===== src/rtl/clq_pkg.sv =====
// clq_pkg: shared constants, types and ring index arithmetic for the
// circular list queue engine. No dependencies.
`timescale 1ns / 1ps

package clq_pkg;

	// Ring geometry
	localparam int DEPTH  = 64;
	localparam int IDX_W  = (DEPTH > 1) ? $clog2(DEPTH) : 1;
	localparam int CNT_W  = $clog2(DEPTH + 1);
	localparam int SUM_W  = CNT_W + 1;

	// Field widths
	localparam int CMD_W  = 3;
	localparam int VAL_W  = 32;
	localparam int STEP_W = 8;
	localparam int ST_W   = 2;

	// Command codes
	localparam logic [CMD_W-1:0] CMD_CLEAR  = 3'd0;
	localparam logic [CMD_W-1:0] CMD_INSERT = 3'd1;
	localparam logic [CMD_W-1:0] CMD_REMOVE = 3'd2;
	localparam logic [CMD_W-1:0] CMD_READ   = 3'd3;
	localparam logic [CMD_W-1:0] CMD_ROTATE = 3'd4;
	localparam logic [CMD_W-1:0] CMD_COUNT  = 3'd5;

	// Status codes
	localparam logic [ST_W-1:0] ST_OK    = 2'd0;
	localparam logic [ST_W-1:0] ST_EMPTY = 2'd1;
	localparam logic [ST_W-1:0] ST_FULL  = 2'd2;

	// Memory request from the sequencer
	typedef struct packed {
		logic             we;
		logic [IDX_W-1:0] waddr;
		logic [VAL_W-1:0] wdata;
		logic             re;
		logic [IDX_W-1:0] raddr;
	} mem_req_t;

	// Finished result handed to the output register
	typedef struct packed {
		logic [VAL_W-1:0] result_value;
		logic             is_empty;
		logic [ST_W-1:0]  status;
	} resp_t;

	// (base + off) modulo DEPTH; base < DEPTH and off <= DEPTH
	function automatic logic [IDX_W-1:0] ring_add(input logic [IDX_W-1:0] base,
	                                              input logic [CNT_W-1:0] off);
		logic [SUM_W-1:0] sum;
		sum = SUM_W'(base) + SUM_W'(off);
		if (sum >= SUM_W'(DEPTH)) begin
			sum = sum - SUM_W'(DEPTH);
		end
		return sum[IDX_W-1:0];
	endfunction

endpackage


===== src/rtl/circular_list_queue_engine_top.sv =====
// Rotate makes one ring copy per rotation (none when the ring is full); count makes one
// ring memory read per entry. One item in flight: a new item is accepted only after
// the result of the last one has been handed to the output register.
// Reset clears front index and occupancy; ring contents stay undefined.
// Depends on clq_pkg, clq_ram and clq_seq.
`timescale 1ns / 1ps

module circular_list_queue_engine_top (
	input  logic                          clk,
	input  logic                          arst_n,
	input  logic                          in_valid,
	output logic                          in_stall,
	input  logic [clq_pkg::CMD_W-1:0]     cmd,
	input  logic signed [clq_pkg::VAL_W-1:0] value,
	input  logic [clq_pkg::STEP_W-1:0]    steps,
	output logic                          out_valid,
	input  logic                          out_stall,
	output logic signed [clq_pkg::VAL_W-1:0] result_value,
	output logic                          is_empty,
	output logic [clq_pkg::ST_W-1:0]      status
);

	clq_pkg::mem_req_t            mem_req;
	logic [clq_pkg::VAL_W-1:0]    mem_rdata;
	clq_pkg::resp_t               resp;
	logic                         resp_valid;
	logic                         out_free;
	logic                         out_valid_q;
	clq_pkg::resp_t               out_q;

	clq_ram #(
		.WIDTH(clq_pkg::VAL_W),
		.DEPTH(clq_pkg::DEPTH)
	) u_ring (
		.clk   (clk),
		.we    (mem_req.we),
		.waddr (mem_req.waddr),
		.wdata (mem_req.wdata),
		.re    (mem_req.re),
		.raddr (mem_req.raddr),
		.rdata (mem_rdata)
	);

	clq_seq u_seq (
		.clk        (clk),
		.arst_n     (arst_n),
		.in_valid   (in_valid),
		.in_stall   (in_stall),
		.cmd        (cmd),
		.value      (value),
		.steps      (steps),
		.mem_req    (mem_req),
		.mem_rdata  (mem_rdata),
		.resp_valid (resp_valid),
		.resp_take  (out_free),
		.resp       (resp)
	);

	// Output register: takes a result when empty or when its transfer completes
	assign out_free = !out_valid_q || !out_stall;

	always_ff @(posedge clk or negedge arst_n) begin
		if (!arst_n) begin
			out_valid_q <= 1'b0;
		end else if (out_free) begin
			out_valid_q <= resp_valid;
		end
	end

	always_ff @(posedge clk) begin
		if (out_free && resp_valid) begin
			out_q <= resp;
		end
	end

	assign out_valid    = out_valid_q;
	assign result_value = out_q.result_value;
	assign is_empty     = out_q.is_empty;
	assign status       = out_q.status;

endmodule


===== src/rtl/clq_ram.sv =====
// clq_ram: generic single-write, single-read synchronous RAM with a
// registered read port. No dependencies.
`timescale 1ns / 1ps

module clq_ram #(
	parameter int WIDTH = 32,
	parameter int DEPTH = 64
) (
	input  logic                                   clk,
	input  logic                                   we,
	input  logic [(DEPTH > 1 ? $clog2(DEPTH) : 1)-1:0] waddr,
	input  logic [WIDTH-1:0]                       wdata,
	input  logic                                   re,
	input  logic [(DEPTH > 1 ? $clog2(DEPTH) : 1)-1:0] raddr,
	output logic [WIDTH-1:0]                       rdata
);

	logic [WIDTH-1:0] mem_q [DEPTH];

	// Write port and registered read port
	always_ff @(posedge clk) begin
		if (we) begin
			mem_q[waddr] <= wdata;
		end
		if (re) begin
			rdata <= mem_q[raddr];
		end
	end

endmodule


===== src/rtl/clq_seq.sv =====
// clq_seq: command sequencer holding front index and occupancy; drives the
// ring memory for insert, read, rotate and count. Depends on clq_pkg.
`timescale 1ns / 1ps

module clq_seq (
	input  logic                          clk,
	input  logic                          arst_n,
	input  logic                          in_valid,
	output logic                          in_stall,
	input  logic [clq_pkg::CMD_W-1:0]     cmd,
	input  logic [clq_pkg::VAL_W-1:0]     value,
	input  logic [clq_pkg::STEP_W-1:0]    steps,
	output clq_pkg::mem_req_t             mem_req,
	input  logic [clq_pkg::VAL_W-1:0]     mem_rdata,
	output logic                          resp_valid,
	input  logic                          resp_take,
	output clq_pkg::resp_t                resp
);

	localparam logic [2:0] S_IDLE = 3'd0;
	localparam logic [2:0] S_READ = 3'd1;
	localparam logic [2:0] S_ROT  = 3'd2;
	localparam logic [2:0] S_CNT  = 3'd3;
	localparam logic [2:0] S_RESP = 3'd4;

	logic [2:0]                   state_q, state_d;
	logic [clq_pkg::IDX_W-1:0]    front_q, front_d;
	logic [clq_pkg::CNT_W-1:0]    occ_q, occ_d;
	logic [clq_pkg::STEP_W-1:0]   steps_q, steps_d;
	logic                         full_q, full_d;
	logic [clq_pkg::CNT_W-1:0]    iss_q, iss_d;
	logic [clq_pkg::CNT_W-1:0]    cnt_q, cnt_d;
	logic [clq_pkg::VAL_W-1:0]    key_q, key_d;
	logic [clq_pkg::VAL_W-1:0]    res_q, res_d;
	logic [clq_pkg::ST_W-1:0]     st_q, st_d;
	logic                         fwd_q, fwd_d;
	logic [clq_pkg::VAL_W-1:0]    fwd_data_q, fwd_data_d;

	logic [clq_pkg::VAL_W-1:0]    rdat;
	logic                         is_full;
	logic [clq_pkg::IDX_W-1:0]    next_front;

	// Read data, bypassed when the entry was written in the same cycle it was read
	assign rdat       = fwd_q ? fwd_data_q : mem_rdata;
	assign is_full    = (occ_q == clq_pkg::CNT_W'(clq_pkg::DEPTH));
	assign next_front = clq_pkg::ring_add(front_q, clq_pkg::CNT_W'(1));
	assign in_stall   = (state_q != S_IDLE);

	assign resp_valid        = (state_q == S_RESP);
	assign resp.result_value = res_q;
	assign resp.is_empty     = (occ_q == '0);
	assign resp.status       = st_q;

	// Next-state and memory request logic
	always_comb begin
		state_d    = state_q;
		front_d    = front_q;
		occ_d      = occ_q;
		steps_d    = steps_q;
		full_d     = full_q;
		iss_d      = iss_q;
		cnt_d      = cnt_q;
		key_d      = key_q;
		res_d      = res_q;
		st_d       = st_q;
		fwd_d      = 1'b0;
		fwd_data_d = fwd_data_q;
		mem_req    = '0;

		case (state_q)
			S_IDLE: begin
				if (in_valid) begin
					res_d   = '0;
					st_d    = clq_pkg::ST_OK;
					state_d = S_RESP;
					case (cmd)
						clq_pkg::CMD_CLEAR: begin
							front_d = '0;
							occ_d   = '0;
						end
						clq_pkg::CMD_INSERT: begin
							if (is_full) begin
								st_d = clq_pkg::ST_FULL;
							end else begin
								mem_req.we    = 1'b1;
								mem_req.waddr = clq_pkg::ring_add(front_q, occ_q);
								mem_req.wdata = value;
								occ_d         = occ_q + clq_pkg::CNT_W'(1);
							end
						end
						clq_pkg::CMD_REMOVE: begin
							if (occ_q != '0) begin
								front_d = next_front;
								occ_d   = occ_q - clq_pkg::CNT_W'(1);
							end
						end
						clq_pkg::CMD_READ: begin
							if (occ_q == '0) begin
								st_d = clq_pkg::ST_EMPTY;
							end else begin
								mem_req.re    = 1'b1;
								mem_req.raddr = front_q;
								state_d       = S_READ;
							end
						end
						clq_pkg::CMD_ROTATE: begin
							if (occ_q != '0 && steps != '0) begin
								steps_d = steps;
								full_d  = is_full;
								state_d = S_ROT;
								if (!is_full) begin
									mem_req.re    = 1'b1;
									mem_req.raddr = front_q;
								end
							end
						end
						clq_pkg::CMD_COUNT: begin
							key_d = value;
							cnt_d = '0;
							if (occ_q != '0) begin
								mem_req.re    = 1'b1;
								mem_req.raddr = front_q;
								iss_d         = clq_pkg::CNT_W'(1);
								state_d       = S_CNT;
							end
						end
						default: begin
						end
					endcase
				end
			end

			S_READ: begin
				res_d   = rdat;
				state_d = S_RESP;
			end

			// One rotation per cycle: copy front to back (not when the ring is full), next read overlaps the write
			S_ROT: begin
				front_d = next_front;
				steps_d = steps_q - clq_pkg::STEP_W'(1);
				if (!full_q) begin
					mem_req.we    = 1'b1;
					mem_req.waddr = clq_pkg::ring_add(front_q, occ_q);
					mem_req.wdata = rdat;
					if (steps_q != clq_pkg::STEP_W'(1)) begin
						mem_req.re    = 1'b1;
						mem_req.raddr = next_front;
						fwd_d         = (next_front == mem_req.waddr);
						fwd_data_d    = rdat;
					end
				end
				if (steps_q == clq_pkg::STEP_W'(1)) begin
					state_d = S_RESP;
				end
			end

			// Compare the entry read last cycle, issue the next offset
			S_CNT: begin
				if (rdat == key_q) begin
					cnt_d = cnt_q + clq_pkg::CNT_W'(1);
				end
				if (iss_q == occ_q) begin
					res_d   = clq_pkg::VAL_W'(cnt_d);
					state_d = S_RESP;
				end else begin
					mem_req.re    = 1'b1;
					mem_req.raddr = clq_pkg::ring_add(front_q, iss_q);
					iss_d         = iss_q + clq_pkg::CNT_W'(1);
				end
			end

			S_RESP: begin
				if (resp_take) begin
					state_d = S_IDLE;
				end
			end

			default: begin
				state_d = S_IDLE;
			end
		endcase
	end

	// Control registers
	always_ff @(posedge clk or negedge arst_n) begin
		if (!arst_n) begin
			state_q <= S_IDLE;
			front_q <= '0;
			occ_q   <= '0;
			fwd_q   <= 1'b0;
		end else begin
			state_q <= state_d;
			front_q <= front_d;
			occ_q   <= occ_d;
			fwd_q   <= fwd_d;
		end
	end

	// Working registers
	always_ff @(posedge clk) begin
		steps_q    <= steps_d;
		full_q     <= full_d;
		iss_q      <= iss_d;
		cnt_q      <= cnt_d;
		key_q      <= key_d;
		res_q      <= res_d;
		st_q       <= st_d;
		fwd_data_q <= fwd_data_d;
	end

endmodule


===== config.mk =====
export PLATFORM = sky130hd
export DESIGN_NAME = circular_list_queue_engine_top
export DESIGN_NICKNAME = d
export VERILOG_FILES = /design/src/rtl/clq_pkg.sv /design/src/rtl/circular_list_queue_engine_top.sv /design/src/rtl/clq_ram.sv /design/src/rtl/clq_seq.sv
export SDC_FILE = /design/constraint.sdc
export NUM_CORES = 2
export LEC_CHECK = 0
export ABC_CLOCK_PERIOD_IN_PS = 8500
export BUFFER_PORTS_ARGS = -buffer_cell sky130_fd_sc_hd__buf_2
export CORE_ASPECT_RATIO = 0.8
export CORE_MARGIN = 3
export CORE_UTILIZATION = 40
export DETAILED_ROUTE_END_ITERATION = 6
export PLACE_DENSITY = 0.57
export SYNTH_ARGS = -nofsm -noshare
export SYNTH_HDL_FRONTEND = slang
export SYNTH_SLANG_ARGS = --single-unit

===== constraint.sdc =====
create_clock -name clk -period 8.5 [get_ports clk]
set_input_delay 2.125 -clock clk [delete_from_list [all_inputs] [get_ports clk]]
set_output_delay 2.125 -clock clk [all_outputs]
set_load 0.02 [all_outputs]

==> impl_metrics.ini <==
[clock_tree]
clock_path_buffers = 3
numCtsBuffers = 214
postCtsResizedCells = 0
clkSinkCount = 2254
postCtsSetupBuffers = 0
cts_root_buf = clkbuf_16
clk_pin_slew_worst_paths_ns = 0.06
h-tree-depth = 4
cts_hold_buf = 0
tritoncts = built
clk_latency_ns = 0.86

[floorplan]
die_w_um = 533
design.core.area_um2 = 221000
die_y_um = 428
ios = 84
row_count = 154
die-area_um2 = 228000
start_util_pct = 40.3

[pwr]
p_leak_nw = 33.0
ir_drop_mv = 0.164
finalPower_mw = 24.7
p_per_area_nw_per_um2 = 245

[sta]
setup_viol = 0
rsz0062_at_grt = false
maxSlewViolCount = 0
period_needed_ns = 6.50
max_freq_mhz = 154
tightest_slew_ns = 1.18
fin_setup_tns_ns = 0
hold_viol_final = 0
max_slew_margin_pct = 21.0
fin_skew_ns = 0.0431
final.period_utilization_pct = 76.5
worst_slack_ns = 2.00

[logic_synthesis]
postSynthAreaPerCell_um2 = 14.5
synthXorXnorAreaFrac_pct = 0.798
yosysWarnings = 0
synth_top_family_by_area = simple AND/OR/NAND/NOR gates
ys.flop_type = edfxtp_1
synthTopCellsByArea = edfxtp_1 (76%), nand2_1 (6.0%), mux2i_1 (3.9%), nand3_1 (2.7%), a21oi_1 (1.2%)
syn_area_um2 = 88900
synth_top_cell_area_share_pct = 75.6
synthSimpleGateAreaFrac_pct = 11.2
synth_edf_count = 2236
netlist-cell-type-count = 76
synth_seq_cells = 2254
synth_adder_area_share_pct = 0.349
muxShareOfSynthArea_pct = 4.08
synthArstFlopShare_pct = 0.799
ys_seq_area_share_pct = 76.1
synth_nets = 6195
syn-instance-count = 6125
synth-compound-area-share_pct = 5.42
netlist.top_cell.by_area = edfxtp_1

[critical_path]
worst_ep_required_time_ns = 9.10
crit_path_top_delay_cell = nand3_1
cp_common_cell = nand2_1
r2r_setup_slack_ns = 2.48
end_kind = flip-flop
crit_family = simple AND/OR/NAND/NOR gates
cp-start-kind = input pin
cp-endpoint = u_ring.rdata[24]$_DFFE_PP_
slowest_delay_ns = 0.58
r2r_cells = 12
cp_max_fo = 141
crit_type = in -> reg
crit_path_start = in_valid
cp.depth = 14
cp_data_arrival_time_ns = 7.10
path_cells = buf_2 > nor2b_1 > nand2_1 > inv_1 > nand2_1 > a221oi_2 > or3_4 > buf_4 > buf_12 > mux2i_1 > a22oi_1 > nand4_1 > nand3_1 > a211o_1
r2r-end = u_ring.rdata[24]$_DFFE_PP_
r2r_start = u_seq.front_q[0]$_DFFE_PN0P_
worst-path-buf-inv = 4

[outcome]
violations = design-rule violations
status = finished with violations

[drt]
via_count = 54200
dr_wl_met2_mm = 116
drtIter0Drc = 8315
drtPass1Iterations = 7
met1_length_mm = 119
via_per_inst = 5.74
route.detailed.drc = 4
wire_per_inst_um = 28.7
postRouteAntennaNets = 0
wl_met3_mm = 30.0
wirelength_mm = 270
top_layer = met5

[global_route]
grt_usage_pct = 23.2
grt_max_degree = 178
overflow = 0
antenna_found_initial = 17
grt_pass1_vias = 49900
grt_pass1_wl_mm = 382

[final_layout]
final_cells = 9430
nets = 6356
final_util_pct = 45.7
drive_gt1_share_pct = 11.3
area_growth_pct = 13.5

[place]
place_inst = 9034
port_buffers = 83
hpwl_mm = 158
gp_congestion = 0.857
dp_worst_setup_slack_ns = 1.28

[run]
cap_viol_max_count = 0

[min_path]
hold_class = reg -> reg
min_from = u_seq.res_q[4]$_DFFE_PP_
[cell usage after synthesis (36+ instances only)]
cell / n
a211oi_1: 49
buf_2: 158
nand3_1: 482
o21ai_0: 46
o31ai_1: 36
nand4_1: 134
mux2i_1: 344
nor3_1: 44
a21oi_1: 213
edfxtp_1: 2236
nor2_1: 161
nand2_1: 1416
a22oi_1: 64
buf_1: 39
inv_1: 45
a32oi_1: 63
xnor2_1: 56
clkbuf_1: 138
o22ai_1: 38
[layer usage]
metal	GRT usage, %	up-vias
li1	-	23400
met1	35.3	27500
met2	33.4	2895
met3	5.78	329
met4	5.30	2
met5	0	-
[cells in the final DEF (no fill, tap or decap), types with 36 or more instances in the layout]
cell,synthesis,layout
a211oi_1,49,49
a21oi_1,213,211
a22oi_1,64,64
a32oi_1,63,63
buf_2,158,83
buf_4,13,205
clkbuf_1,138,59
clkbuf_16,0,217
clkinv_1,0,51
edfxtp_1,2236,2236
inv_1,45,45
mux2i_1,344,344
nand2_1,1416,1414
nand3_1,482,481
nand4_1,134,134
nor2_1,161,95
nor2_4,2,69
nor3_1,44,41
o22ai_1,38,38
o31ai_1,36,36
xnor2_1,56,56
[power breakdown]
group	switching, mW	total [mW]	internal [mW]
Combinational	1.97	2.63	0.658
Sequential	0.159	12.8	12.6
Clock	4.16	9.30	5.14
[per-stage QoR]
stage          hold WS [ns]  instance area (um^2)
2_1_floorplan         0.400                 88900
3_3_place_gp          0.404                 94100
3_5_place_dp          0.405                 94100
4_1_cts               0.420                101000
5_1_grt               0.422                101000
6_report              0.418                101000
[worst min path at each step]
stage | slack (ns) | endpoint | cells past startpoint
2_1_floorplan | 0.40 | result_value[0]$_DFFE_PP_ | 0
3_3_place_gp | 0.40 | result_value[25]$_DFFE_PP_ | 0
3_5_place_dp | 0.40 | result_value[10]$_DFFE_PP_ | 0
4_1_cts | 0.42 | result_value[25]$_DFFE_PP_ | 0
5_1_grt | 0.42 | result_value[4]$_DFFE_PP_ | 0
6_report | 0.42 | result_value[4]$_DFFE_PP_ | 0
[state kept, by name, indices dropped and copies added (netlist names), 2 cells and up]
name,flops
u_ring.mem_q,2048
result_value,32
u_ring.rdata,32
u_seq.fwd_data_q,32
u_seq.key_q,32
u_seq.res_q,32
u_seq.steps_q,8
u_seq.cnt_q,7
u_seq.iss_q,7
u_seq.occ_q,7
u_seq.front_q,6
u_seq.state_q,3
status,2
u_seq.st_q,2
[layout make-up]
cell class / count / area (um^2)
timing repair buffer: 304 / 2270
fill: 19200 / 120000
multi-input combinational: 3466 / 20400
clock buffer: 276 / 5650
inverter: 46 / 178
tap: 2964 / 3710
antenna: 4 / 10.0
sequential: 2254 / 67600
clock inverter: 116 / 1060
[cells by family (layout without fill, tap and decap cells)]
logic type,count (synthesis),in the layout
flip-flops,2254,2254
AND/OR/NAND/NOR,2314,2314
XOR/XNOR,81,81
buffers and inverters,405,742
multiplexers,356,356
AO/OA/AOI/OAI,692,692
adder cells (fa/ha/maj),23,23
other,0,4
Note: power is estimated with default switching activity, not from simulation.
